[src/taf_pkg.sv]
package taf_pkg;

   localparam int CNT_W   = 16;
   localparam int OFF_W   = 16;
   localparam int HALF_W  = 16;
   localparam int LEVEL_W = 10;
   localparam int PULSE_W = 8;
   localparam int CSR_IDX_W  = 2;
   localparam int CSR_DATA_W = 16;

   // wide enough to hold level + offset + half period before wrapping
   localparam int SUM_W = CNT_W + OFF_W + 2;

   localparam logic [OFF_W-1:0]   RST_FIRE_OFFSET   = OFF_W'(150);
   localparam logic [HALF_W-1:0]  RST_HALF_PERIOD   = HALF_W'(1250);
   localparam logic [LEVEL_W-1:0] RST_FULL_ON_BELOW = LEVEL_W'(64);
   localparam logic [PULSE_W-1:0] RST_PULSE_TICKS   = PULSE_W'(1);
   localparam logic [CNT_W-1:0]   RST_FIRE_POINT    = CNT_W'(100);
   localparam logic [CNT_W-1:0]   FIRE_PARKED       = {CNT_W{1'b1}};

   typedef enum logic [CSR_IDX_W-1:0] {
      CSR_FIRE_OFFSET   = 2'd0,
      CSR_HALF_PERIOD   = 2'd1,
      CSR_FULL_ON_BELOW = 2'd2,
      CSR_PULSE_TICKS   = 2'd3
   } csr_idx_type;

   typedef struct packed {
      logic [OFF_W-1:0]   fire_offset;
      logic [HALF_W-1:0]  half_period;
      logic [LEVEL_W-1:0] full_on_below;
      logic [PULSE_W-1:0] pulse_ticks;
   } csr_type;

   typedef struct packed {
      logic gate;
      logic fired;
   } result_type;

endpackage

[src/taf_csr.sv]
module taf_csr
   import taf_pkg::*;
(
   input  logic                  clock,
   input  logic                  reset,
   input  logic                  csr_write,
   input  logic [CSR_IDX_W-1:0]  csr_index,
   input  logic [CSR_DATA_W-1:0] csr_data,
   output csr_type               cfg
);

   csr_type cfg_ff, cfg_in;

   always_comb begin
      cfg_in = cfg_ff;
      if (csr_write) begin
         case (csr_idx_type'(csr_index))
            CSR_FIRE_OFFSET:   cfg_in.fire_offset   = csr_data[OFF_W-1:0];
            CSR_HALF_PERIOD:   cfg_in.half_period   = csr_data[HALF_W-1:0];
            CSR_FULL_ON_BELOW: cfg_in.full_on_below = csr_data[LEVEL_W-1:0];
            CSR_PULSE_TICKS:   cfg_in.pulse_ticks   = csr_data[PULSE_W-1:0];
            default: ;
         endcase
      end
   end

   always_ff @(posedge clock) begin
      if (reset) begin
         cfg_ff.fire_offset   <= RST_FIRE_OFFSET;
         cfg_ff.half_period   <= RST_HALF_PERIOD;
         cfg_ff.full_on_below <= RST_FULL_ON_BELOW;
         cfg_ff.pulse_ticks   <= RST_PULSE_TICKS;
      end else begin
         cfg_ff <= cfg_in;
      end
   end

   assign cfg = cfg_ff;

endmodule

[src/taf_core.sv]
module taf_core
   import taf_pkg::*;
(
   input  logic               clock,
   input  logic               reset,
   input  csr_type            cfg,
   input  logic               tick,
   input  logic               zero_cross,
   input  logic [LEVEL_W-1:0] phase_delay,
   output result_type         result
);

   logic [CNT_W-1:0]   tick_count_ff, tick_count_in;
   logic [CNT_W-1:0]   fire_point_ff, fire_point_in;
   logic               held_on_ff, held_on_in;
   logic [PULSE_W-1:0] pulse_left_ff, pulse_left_in;

   logic [PULSE_W-1:0] pulse_now;
   logic [SUM_W-1:0]   first_sum;
   logic [SUM_W-1:0]   rearm_sum;
   logic [CNT_W-1:0]   count_next;
   logic               match;

   assign first_sum  = SUM_W'(phase_delay) + SUM_W'(cfg.fire_offset);
   assign rearm_sum  = first_sum + SUM_W'(cfg.half_period);
   assign count_next = tick_count_ff + CNT_W'(1);
   assign match      = !zero_cross && (count_next == fire_point_ff);

   always_comb begin
      tick_count_in = tick_count_ff;
      fire_point_in = fire_point_ff;
      held_on_in    = held_on_ff;
      pulse_now     = pulse_left_ff;
      if (zero_cross) begin
         // crossing cancels any pulse; no compare in this tick
         tick_count_in = '0;
         pulse_now     = '0;
         if (phase_delay < cfg.full_on_below) begin
            held_on_in    = 1'b1;
            fire_point_in = FIRE_PARKED;
         end else begin
            held_on_in    = 1'b0;
            fire_point_in = first_sum[CNT_W-1:0];
         end
      end else begin
         tick_count_in = count_next;
         if (match) begin
            held_on_in    = 1'b0;
            pulse_now     = (cfg.pulse_ticks != '0) ? cfg.pulse_ticks : PULSE_W'(1);
            fire_point_in = rearm_sum[CNT_W-1:0];
         end
      end
      result.gate   = held_on_in || (pulse_now != '0);
      result.fired  = match;
      pulse_left_in = (pulse_now != '0) ? pulse_now - PULSE_W'(1) : '0;
   end

   always_ff @(posedge clock) begin
      if (reset) begin
         tick_count_ff <= '0;
         fire_point_ff <= RST_FIRE_POINT;
         held_on_ff    <= 1'b0;
         pulse_left_ff <= '0;
      end else if (tick) begin
         tick_count_ff <= tick_count_in;
         fire_point_ff <= fire_point_in;
         held_on_ff    <= held_on_in;
         pulse_left_ff <= pulse_left_in;
      end
   end

endmodule

[src/taf_out.sv]
module taf_out
   import taf_pkg::*;
(
   input  logic       clock,
   input  logic       reset,
   input  logic       load,
   input  result_type result,
   output logic       full_stalled,
   output logic       rsp_valid,
   input  logic       rsp_stall,
   output logic       rsp_gate,
   output logic       rsp_fired
);

   logic       valid_ff, valid_in;
   result_type data_ff;

   // register can take a new result unless it holds one that is stalled
   assign full_stalled = valid_ff && rsp_stall;

   always_comb begin
      valid_in = valid_ff;
      if (load) begin
         valid_in = 1'b1;
      end else if (!rsp_stall) begin
         valid_in = 1'b0;
      end
   end

   always_ff @(posedge clock) begin
      if (reset) begin
         valid_ff <= 1'b0;
      end else begin
         valid_ff <= valid_in;
      end
   end

   always_ff @(posedge clock) begin
      if (load) begin
         data_ff <= result;
      end
   end

   assign rsp_valid = valid_ff;
   assign rsp_gate  = data_ff.gate;
   assign rsp_fired = data_ff.fired;

endmodule

[src/triac_phase_angle_firing_unit.sv]
// channel | direction | ports                                            | transfer
// req     | in        | req_valid req_stall req_zero_cross req_phase_delay | valid && !stall
// rsp     | out       | rsp_valid rsp_stall rsp_gate rsp_fired           | valid && !stall
// csr     | in        | csr_write csr_index csr_data                     | csr_write
//
// One tick per cycle while req_stall is low; its result shows in the output register in the next cycle.
// Timer state is updated in the transfer cycle, so ticks may follow back to back.
// req_stall is high only while the output register holds a result and rsp_stall is high.
// Synchronous reset restores the register defaults and clears counter and pulse state.
module triac_phase_angle_firing_unit
   import taf_pkg::*;
(
   input  logic                  clock,
   input  logic                  reset,
   input  logic                  req_valid,
   output logic                  req_stall,
   input  logic                  req_zero_cross,
   input  logic [LEVEL_W-1:0]    req_phase_delay,
   output logic                  rsp_valid,
   input  logic                  rsp_stall,
   output logic                  rsp_gate,
   output logic                  rsp_fired,
   input  logic                  csr_write,
   input  logic [CSR_IDX_W-1:0]  csr_index,
   input  logic [CSR_DATA_W-1:0] csr_data
);

   csr_type    cfg;
   result_type result;
   logic       tick;
   logic       full_stalled;

   assign req_stall = full_stalled;
   assign tick      = req_valid && !full_stalled;

   taf_csr u_csr (
      .clock     (clock),
      .reset     (reset),
      .csr_write (csr_write),
      .csr_index (csr_index),
      .csr_data  (csr_data),
      .cfg       (cfg)
   );

   taf_core u_core (
      .clock       (clock),
      .reset       (reset),
      .cfg         (cfg),
      .tick        (tick),
      .zero_cross  (req_zero_cross),
      .phase_delay (req_phase_delay),
      .result      (result)
   );

   taf_out u_out (
      .clock        (clock),
      .reset        (reset),
      .load         (tick),
      .result       (result),
      .full_stalled (full_stalled),
      .rsp_valid    (rsp_valid),
      .rsp_stall    (rsp_stall),
      .rsp_gate     (rsp_gate),
      .rsp_fired    (rsp_fired)
   );

endmodule

[config.mk]
export PLATFORM = sky130hd
export DESIGN_NAME = triac_phase_angle_firing_unit
export DESIGN_NICKNAME = d
export VERILOG_FILES = /design/src/taf_pkg.sv /design/src/taf_csr.sv /design/src/taf_core.sv /design/src/taf_out.sv /design/src/triac_phase_angle_firing_unit.sv
export SDC_FILE = /design/constraint.sdc
export NUM_CORES = 1
export LEC_CHECK = 0
export BUFFER_PORTS_ARGS = -buffer_cell sky130_fd_sc_hd__buf_2
export CORE_MARGIN = 5
export CORE_UTILIZATION = 60
export CTS_CLUSTER_SIZE = 12
export DETAILED_ROUTE_END_ITERATION = 10
export MAX_ROUTING_LAYER = met4
export PLACE_DENSITY = 0.8
export SYNTH_ARGS = -nofsm -noshare
export SYNTH_HDL_FRONTEND = slang
export SYNTH_SLANG_ARGS = --single-unit
export TNS_END_PERCENT = 10
[constraint.sdc]
create_clock -name clock -period 13 [get_ports clock]
set_input_delay 2.6 -clock clock [delete_from_list [all_inputs] [get_ports clock]]
set_output_delay 2.6 -clock clock [all_outputs]
set_load 0.01 [all_outputs]
* Word level (Yosys, flattened, before mapping)
Cells that the tools add are included.
** Storage, ports and cells
- Bits of input ports :: 34
- Word-level logic and storage cells :: 49
- Output and inout bits :: 4
- Register bits :: 94
** Operators by class
- Reductions and logical operators :: 15
- Order comparisons :: 1
- $add $sub $neg :: 4
- Equality and inequality tests :: 5
- Muxes and demuxes :: 13
** Operators with widths (number)
- 16-bit 2-to-1 mux :: 4
- 8-bit 2-to-1 mux :: 4
- 10-bit by 16-bit adder with 16-bit output :: 1
- 16-bit by 1-bit adder with 16-bit output, second input constant :: 1
- 16-bit adder :: 1
- 16-bit == test :: 1
- 8-bit nonzero test :: 2
- 10-bit less-than comparator :: 1
- 2-bit AND reduction :: 5
- 8-bit by 1-bit subtractor with 8-bit output, second input constant :: 1
- 1-bit 2-to-1 mux :: 5
- 2-bit == test, second input constant :: 2
- 1-bit logical AND :: 3
- 2-bit by 1-bit == test with 1-bit output, second input constant :: 1
- 1-bit logical NOT :: 2
- 2-bit logical NOT :: 1
- 2-bit by 1-bit != test with 1-bit output, second input constant :: 1
- 2-bit nonzero test :: 1
- 1-bit logical OR :: 1

* Logic depth before layout (Yosys ltp)
- Depth after elaboration :: 7
- Gate-level depth with buffers :: 17

* Hierarchy
Synthesis repeated with hierarchy kept, for this count alone.
** Unflattened totals
- Cell total of the unflattened synthesis :: 772
- Area, all modules :: 6401.1 µm²
** By module, submodules not included
- taf_core :: times used 1, area an instance 4261.6 µm², seq. area each 820.8 µm², cells an instance 571
- taf_csr :: times used 1, area an instance 2029.4 µm², seq. area each 1001.0 µm², cells an instance 194
- taf_out :: times used 1, area an instance 96.3 µm², seq. area each 80.1 µm², cells an instance 6
- triac_phase_angle_firing_unit :: times used 1, area an instance 13.8 µm², seq. area each 0.0 µm², cells an instance 1

* Worst setup path before layout
OpenSTA, ideal clock, no wires.
- Path type :: in2reg
- Start :: input port req_phase_delay[0]
- End :: register u_core.fire_point_ff[15]
- Data required time :: 12.914 ns
- Data arrival time :: 5.810 ns
- Path slack :: 7.104 ns
- Setup time :: 0.086 ns
- Path buffers :: 0
- Stages on the path :: 16
- Cell sequence :: ha_1 -> fa_1 -> a21oi_1 -> o21ai_0 -> a21oi_1 -> xnor2_1 -> ha_1 -> or2_2 -> and3_1 -> a311oi_1 -> o31ai_1 -> o41ai_1 -> xor2_1 -> nor2_1 -> xnor2_1 -> a211oi_1
** On the way
- Word-level cells in the longest chain between the ends :: 4
- Elaborated cells on any way between the ends :: 6
** Ends and longest elaborated chain
- start, declared :: RTL line triac_phase_angle_firing_unit.sv:18 : input logic [LEVEL_W-1:0] req_phase_delay,
- 10-bit by 16-bit adder with 16-bit output :: RTL line taf_core.sv:24 : assign first_sum = SUM_W'(phase_delay) + SUM_W'(cfg.fire_offset);
- 16-bit adder :: RTL line taf_core.sv:25 : assign rearm_sum = first_sum + SUM_W'(cfg.half_period);
- 16-bit 2-to-1 mux :: RTL line taf_core.sv:47 : if (match) begin
- 16-bit 2-to-1 mux (*) :: RTL line taf_core.sv:34 : if (zero_cross) begin
- end signal, assigned :: RTL line taf_core.sv:66 : fire_point_ff <= fire_point_in;
- end, declared :: RTL line taf_core.sv:14 : logic [CNT_W-1:0] fire_point_ff, fire_point_in;
Mark *: on every way between the ends. The rest lies on a longest branch, timed or not. The select of a mux whose other input is x is not followed.
A chain may end at the register's enable or synchronous reset.

* Final worst setup path
Same ends and word-level chain as after synthesis.

==> metrics.txt <==
# TYPE chip_impl_metric gauge
chip_impl_info{name="run_status",value="completed"} 1
chip_impl_metric{name="power.density_cell_area",unit="nW/µm²"} 105
chip_impl_metric{name="worst_setup_skew_after_layout",unit="ns"} 0.00816
chip_impl_metric{name="synth.net_count",unit=""} 883
chip_impl_metric{name="critical_path_cell_count",unit=""} 17
chip_impl_info{name="synthFlopType",value="sky130_fd_sc_hd__dfxtp_1"} 1
chip_impl_info{name="r2r_start",value="u_csr.cfg[34]"} 1
chip_impl_metric{name="die_area",unit="µm²"} 12600
chip_impl_metric{name="globalRoute.totalOverflow",unit=""} 0
chip_impl_info{name="grt_setup_unrepaired",value="false"} 1
chip_impl_metric{name="synthesis.area",unit="µm²"} 6260
chip_impl_info{name="reg2reg_to",value="u_core.fire_point_ff[15]"} 1
chip_impl_metric{name="drt-initial-drc-count",unit=""} 349
chip_impl_info{name="delay_heaviest_family_cp",value="compound AO/OA/AOI/OAI gates"} 1
chip_impl_metric{name="crit_path_max_fanout",unit=""} 4
chip_impl_metric{name="num-nets-final",unit=""} 891
chip_impl_metric{name="clock_sinks",unit=""} 94
chip_impl_metric{name="r2r.worst_path.cells",unit=""} 16
chip_impl_info{name="hold_end",value="u_csr.cfg[10]"} 1
chip_impl_metric{name="area.growth.synth_to_final",unit="%"} 6.37
chip_impl_info{name="hold_path.class",value="flop to flop"} 1
chip_impl_info{name="ctsRootBufferMaster",value="sky130_fd_sc_hd__clkbuf_8"} 1
chip_impl_metric{name="initial_utilization",unit="%"} 61.2
chip_impl_metric{name="clock_tree.htree_level_count",unit=""} 3
chip_impl_metric{name="synth_seq_cells",unit=""} 94
chip_impl_metric{name="place.detailed.instances",unit=""} 943
chip_impl_metric{name="synth_cell_types",unit=""} 74
chip_impl_metric{name="floorplan.die.width",unit="µm"} 112
chip_impl_metric{name="grt_pass1_vias",unit=""} 5506
chip_impl_metric{name="routed-via-count",unit=""} 5796
chip_impl_metric{name="tightest_slew",unit="ns"} 1.07
chip_impl_metric{name="clkSlewWorstSetupHoldPaths",unit="ns"} 0.10
chip_impl_metric{name="cts_repair_resize_count",unit=""} 0
chip_impl_metric{name="largest_net_degree_at_the_start_of_global_routing",unit=""} 96
chip_impl_metric{name="cellLeakagePower",unit="nW"} 2.57
chip_impl_metric{name="slew_headroom",unit="%"} 28.1
chip_impl_info{name="cts_tree",value="built"} 1
chip_impl_metric{name="regArea",unit="µm²"} 1900
chip_impl_metric{name="syn_inst",unit=""} 810
chip_impl_metric{name="routabilityCongestion",unit=""} 0.893
chip_impl_metric{name="floorplan.io_pins",unit=""} 38
chip_impl_metric{name="ys_async_sr_fraction",unit="%"} 0
chip_impl_metric{name="count_of_non_filler_cells_in_the_finished_layout",unit=""} 958
chip_impl_metric{name="cp.required",unit="ns"} 13.30
chip_impl_metric{name="post_cts_setup_buffers",unit=""} 0
chip_impl_metric{name="wl_per_cell",unit="µm"} 15.6
chip_impl_info{name="timing.hold.worst.start",value="u_csr.cfg[10]"} 1
chip_impl_metric{name="minimum_setup_slack_among_reg_to_reg_paths",unit="ns"} 8.88
chip_impl_metric{name="number_of_warnings_reported_in_the_yosys_synthesis_log",unit=""} 0
chip_impl_metric{name="worstHoldPathCells",unit=""} 2
chip_impl_metric{name="synth_enable_flop_cells",unit=""} 2
chip_impl_metric{name="finalHoldViolCount",unit=""} 0
chip_impl_metric{name="final_min_period_over_clock_period",unit="%"} 47.1
chip_impl_metric{name="min_hold_slack",unit="ns"} 0.459
chip_impl_metric{name="layout_cells_sized_above_1",unit="%"} 10.2
chip_impl_metric{name="arrival",unit="ns"} 6.43
chip_impl_metric{name="grt_use_total",unit="%"} 25.1
chip_impl_info{name="crit_path_cell_trace",value="buf_2 > ha_1 > fa_1 > a21oi_1 > o21ai_0 > a21oi_1 > xnor2_1 > ha_1 > or2_2 > and3_1 > a311oi_1 > o31ai_1 > o41ai_1 > xor2_1 > nor2_1 > xnor2_1 > a211oi_1"} 1
chip_impl_metric{name="ir_worst_vdd",unit="V"} 0.0000816
chip_impl_metric{name="layout.core_utilization",unit="%"} 65.1
chip_impl_metric{name="viasPerCell",unit=""} 6.05
chip_impl_metric{name="timing.critical_path.buf_inv",unit=""} 1
chip_impl_metric{name="max_cap_violations",unit=""} 0
chip_impl_metric{name="setup_viol",unit=""} 0
chip_impl_metric{name="detail-route-antenna-nets",unit=""} 0
chip_impl_metric{name="rows",unit=""} 37
chip_impl_info{name="path_type_of_the_worst_setup_path",value="primary input to flop"} 1
chip_impl_metric{name="place_hpwl",unit="µm"} 11000
chip_impl_metric{name="cts_hold_repair.buffers",unit=""} 0
chip_impl_metric{name="postSynthAreaPerCell",unit="µm²"} 7.73
chip_impl_info{name="worstSetupEndpointType",value="flop"} 1
chip_impl_info{name="timing.critical_path.slowest_stage_cell",value="sky130_fd_sc_hd__fa_1"} 1
chip_impl_metric{name="drc",unit=""} 0
chip_impl_metric{name="clock_latency",unit="ns"} 0.39
chip_impl_metric{name="io_buffer_count",unit=""} 37
chip_impl_metric{name="cts_inserted_buffers",unit=""} 9
chip_impl_metric{name="antenna-diode-count",unit=""} 0
chip_impl_info{name="start_kind",value="primary input"} 1
chip_impl_metric{name="multi_input_area",unit="µm²"} 4120
chip_impl_metric{name="firstDrtPassIters",unit=""} 5
chip_impl_metric{name="cpPeakStageDelay",unit="ns"} 0.42
chip_impl_metric{name="die_h",unit="µm"} 112
chip_impl_metric{name="p_total",unit="mW"} 0.698
chip_impl_metric{name="timing_max_transition_violations_final",unit=""} 0
chip_impl_metric{name="core_area",unit="µm²"} 10200
chip_impl_metric{name="routed_wirelength",unit="µm"} 15000
chip_impl_metric{name="setup-tns-final",unit="ns"} 0
chip_impl_metric{name="n_fill_cell",unit=""} 898
chip_impl_metric{name="synth_seq_area_share",unit="%"} 30.4
chip_impl_metric{name="fmax",unit="MHz"} 163
chip_impl_metric{name="clock_path_buffers",unit=""} 2
chip_impl_metric{name="min_period",unit="ns"} 6.13
chip_impl_metric{name="first_pass_grt_wire_length",unit="µm"} 25900
chip_impl_metric{name="grt_antenna_before_repair",unit=""} 0
==> per-layer routing <==
metal  track usage (%)  part of all wire (%)  up-vias
li1                  -                     -     2903
met1              32.1                    45     2724
met2              40.7                    48      149
met3              4.58                   4.9       20
met4              7.29                   1.6        0
met5                 -                     0        -
==> worst min-delay path, delay by kind of cell (launching register included) <==
family / cells / cell delay (ns)
compound gates: 1 / 0.05
flops: 1 / 0.32
simple gates: 1 / 0.05
==> area by class of cell <==
| cell class | instances | share of cell area (%) |
|---|---|---|
| clock inverter | 6 | 1.16 |
| timing repair buffer | 39 | 3.01 |
| multi-input combinational | 655 | 61.8 |
| inverter | 19 | 1.07 |
| clock buffer | 9 | 1.86 |
| tap | 136 | 2.55 |
| sequential | 94 | 28.5 |
==> through the flow <==
stage | worst slack [ns] | instance area (µm²)
after CTS | 6.92 | 6660
after floorplan | 7.10 | 6260
after global routing | 6.54 | 6660
final | 6.87 | 6660
after global placement | 6.67 | 6460
after detailed placement | 6.50 | 6460
==> registers in the layout, indices dropped and copies added, names as in the netlist <==
register              cells
u_csr.cfg                50
u_core.fire_point_ff     16
u_core.tick_count_ff     16
u_core.pulse_left_ff      8
u_core.held_on_ff         1
u_out.rsp_fired           1
u_out.rsp_gate            1
u_out.rsp_valid           1
==> cells in the mapped netlist (8+ instances only) <==
cell | instances | area [µm²]
sky130_fd_sc_hd__xnor2_1 | 30 | 263
sky130_fd_sc_hd__dfxtp_1 | 92 | 1840
sky130_fd_sc_hd__nand3b_1 | 18 | 135
sky130_fd_sc_hd__a21oi_1 | 91 | 455
sky130_fd_sc_hd__nor2_1 | 65 | 244
sky130_fd_sc_hd__nand2_1 | 146 | 548
sky130_fd_sc_hd__clkbuf_1 | 32 | 120
sky130_fd_sc_hd__o21bai_1 | 8 | 60.1
sky130_fd_sc_hd__or3_1 | 12 | 75.1
sky130_fd_sc_hd__xor2_1 | 15 | 131
sky130_fd_sc_hd__nand4_1 | 9 | 56.3
sky130_fd_sc_hd__ha_1 | 37 | 463
sky130_fd_sc_hd__and3_1 | 12 | 75.1
sky130_fd_sc_hd__nand2b_1 | 9 | 56.3
sky130_fd_sc_hd__nor3_1 | 16 | 80.1
sky130_fd_sc_hd__a21o_1 | 9 | 67.6
sky130_fd_sc_hd__a31oi_1 | 8 | 50.1
sky130_fd_sc_hd__o21ai_0 | 33 | 165
sky130_fd_sc_hd__inv_1 | 19 | 71.3
sky130_fd_sc_hd__nand3_1 | 14 | 70.1
==> placed cells by master, fill, tap and decap left out, types with 4 or more instances in the layout <==
cell / n
sky130_fd_sc_hd__nor3_1: 16
sky130_fd_sc_hd__nand2b_1: 9
sky130_fd_sc_hd__a21oi_1: 91
sky130_fd_sc_hd__a22oi_1: 5
sky130_fd_sc_hd__o211ai_1: 7
sky130_fd_sc_hd__nor2_1: 65
sky130_fd_sc_hd__o21a_1: 4
sky130_fd_sc_hd__nand3b_1: 18
sky130_fd_sc_hd__a31oi_1: 8
sky130_fd_sc_hd__xor2_1: 15
sky130_fd_sc_hd__a2111oi_0: 4
sky130_fd_sc_hd__o31ai_1: 7
sky130_fd_sc_hd__nand2_1: 146
sky130_fd_sc_hd__or2_2: 5
sky130_fd_sc_hd__inv_1: 19
sky130_fd_sc_hd__and3_1: 12
sky130_fd_sc_hd__a211oi_1: 7
sky130_fd_sc_hd__clkbuf_8: 9
sky130_fd_sc_hd__buf_2: 37
sky130_fd_sc_hd__or3_1: 12
sky130_fd_sc_hd__xnor2_1: 30
sky130_fd_sc_hd__nor3b_1: 6
sky130_fd_sc_hd__mux2i_1: 5
sky130_fd_sc_hd__nand3_1: 14
sky130_fd_sc_hd__nand4_1: 9
sky130_fd_sc_hd__a311oi_1: 4
sky130_fd_sc_hd__a21o_1: 9
sky130_fd_sc_hd__o221ai_1: 5
sky130_fd_sc_hd__o21bai_1: 8
sky130_fd_sc_hd__ha_1: 37
sky130_fd_sc_hd__or4_1: 4
sky130_fd_sc_hd__dfxtp_1: 92
sky130_fd_sc_hd__and2_1: 6
sky130_fd_sc_hd__o21ai_0: 33
==> logic make-up (layout without fill, tap and decap cells) <==
| logic type | count (synthesis) | in the layout | synth area share, % |
|---|---|---|---|
| compound gates | 215 | 215 | 21.7 |
| xor+xnor | 45 | 45 | 6.29 |
| fa+ha+maj | 39 | 39 | 8.03 |
| buf+inv | 61 | 73 | 3.98 |
| flops | 94 | 94 | 30.4 |
| mux | 7 | 7 | 1.16 |
| simple gates | 349 | 349 | 28.5 |
==> worst max path at each step <==
stage	startpoint	to	slack, ns
after detailed placement	req_phase_delay[0]	u_core.fire_point_ff[15]	6.50
after floorplan	req_phase_delay[0]	u_core.fire_point_ff[15]	7.10
after CTS	req_phase_delay[0]	u_core.fire_point_ff[15]	6.92
after global routing	req_phase_delay[0]	u_core.fire_point_ff[14]	6.54
after global placement	req_phase_delay[0]	u_core.fire_point_ff[15]	6.67
final	req_phase_delay[0]	u_core.fire_point_ff[15]	6.87
==> power by group <==
group / internal, mW / total [mW] / switching, mW / leakage [nW]
combinational: 0.0754 / 0.177 / 0.102 / 1.70
clock: 0.0919 / 0.206 / 0.114 / 0.100
sequential: 0.303 / 0.315 / 0.0123 / 0.769
(Power assumes the default switching activity.)
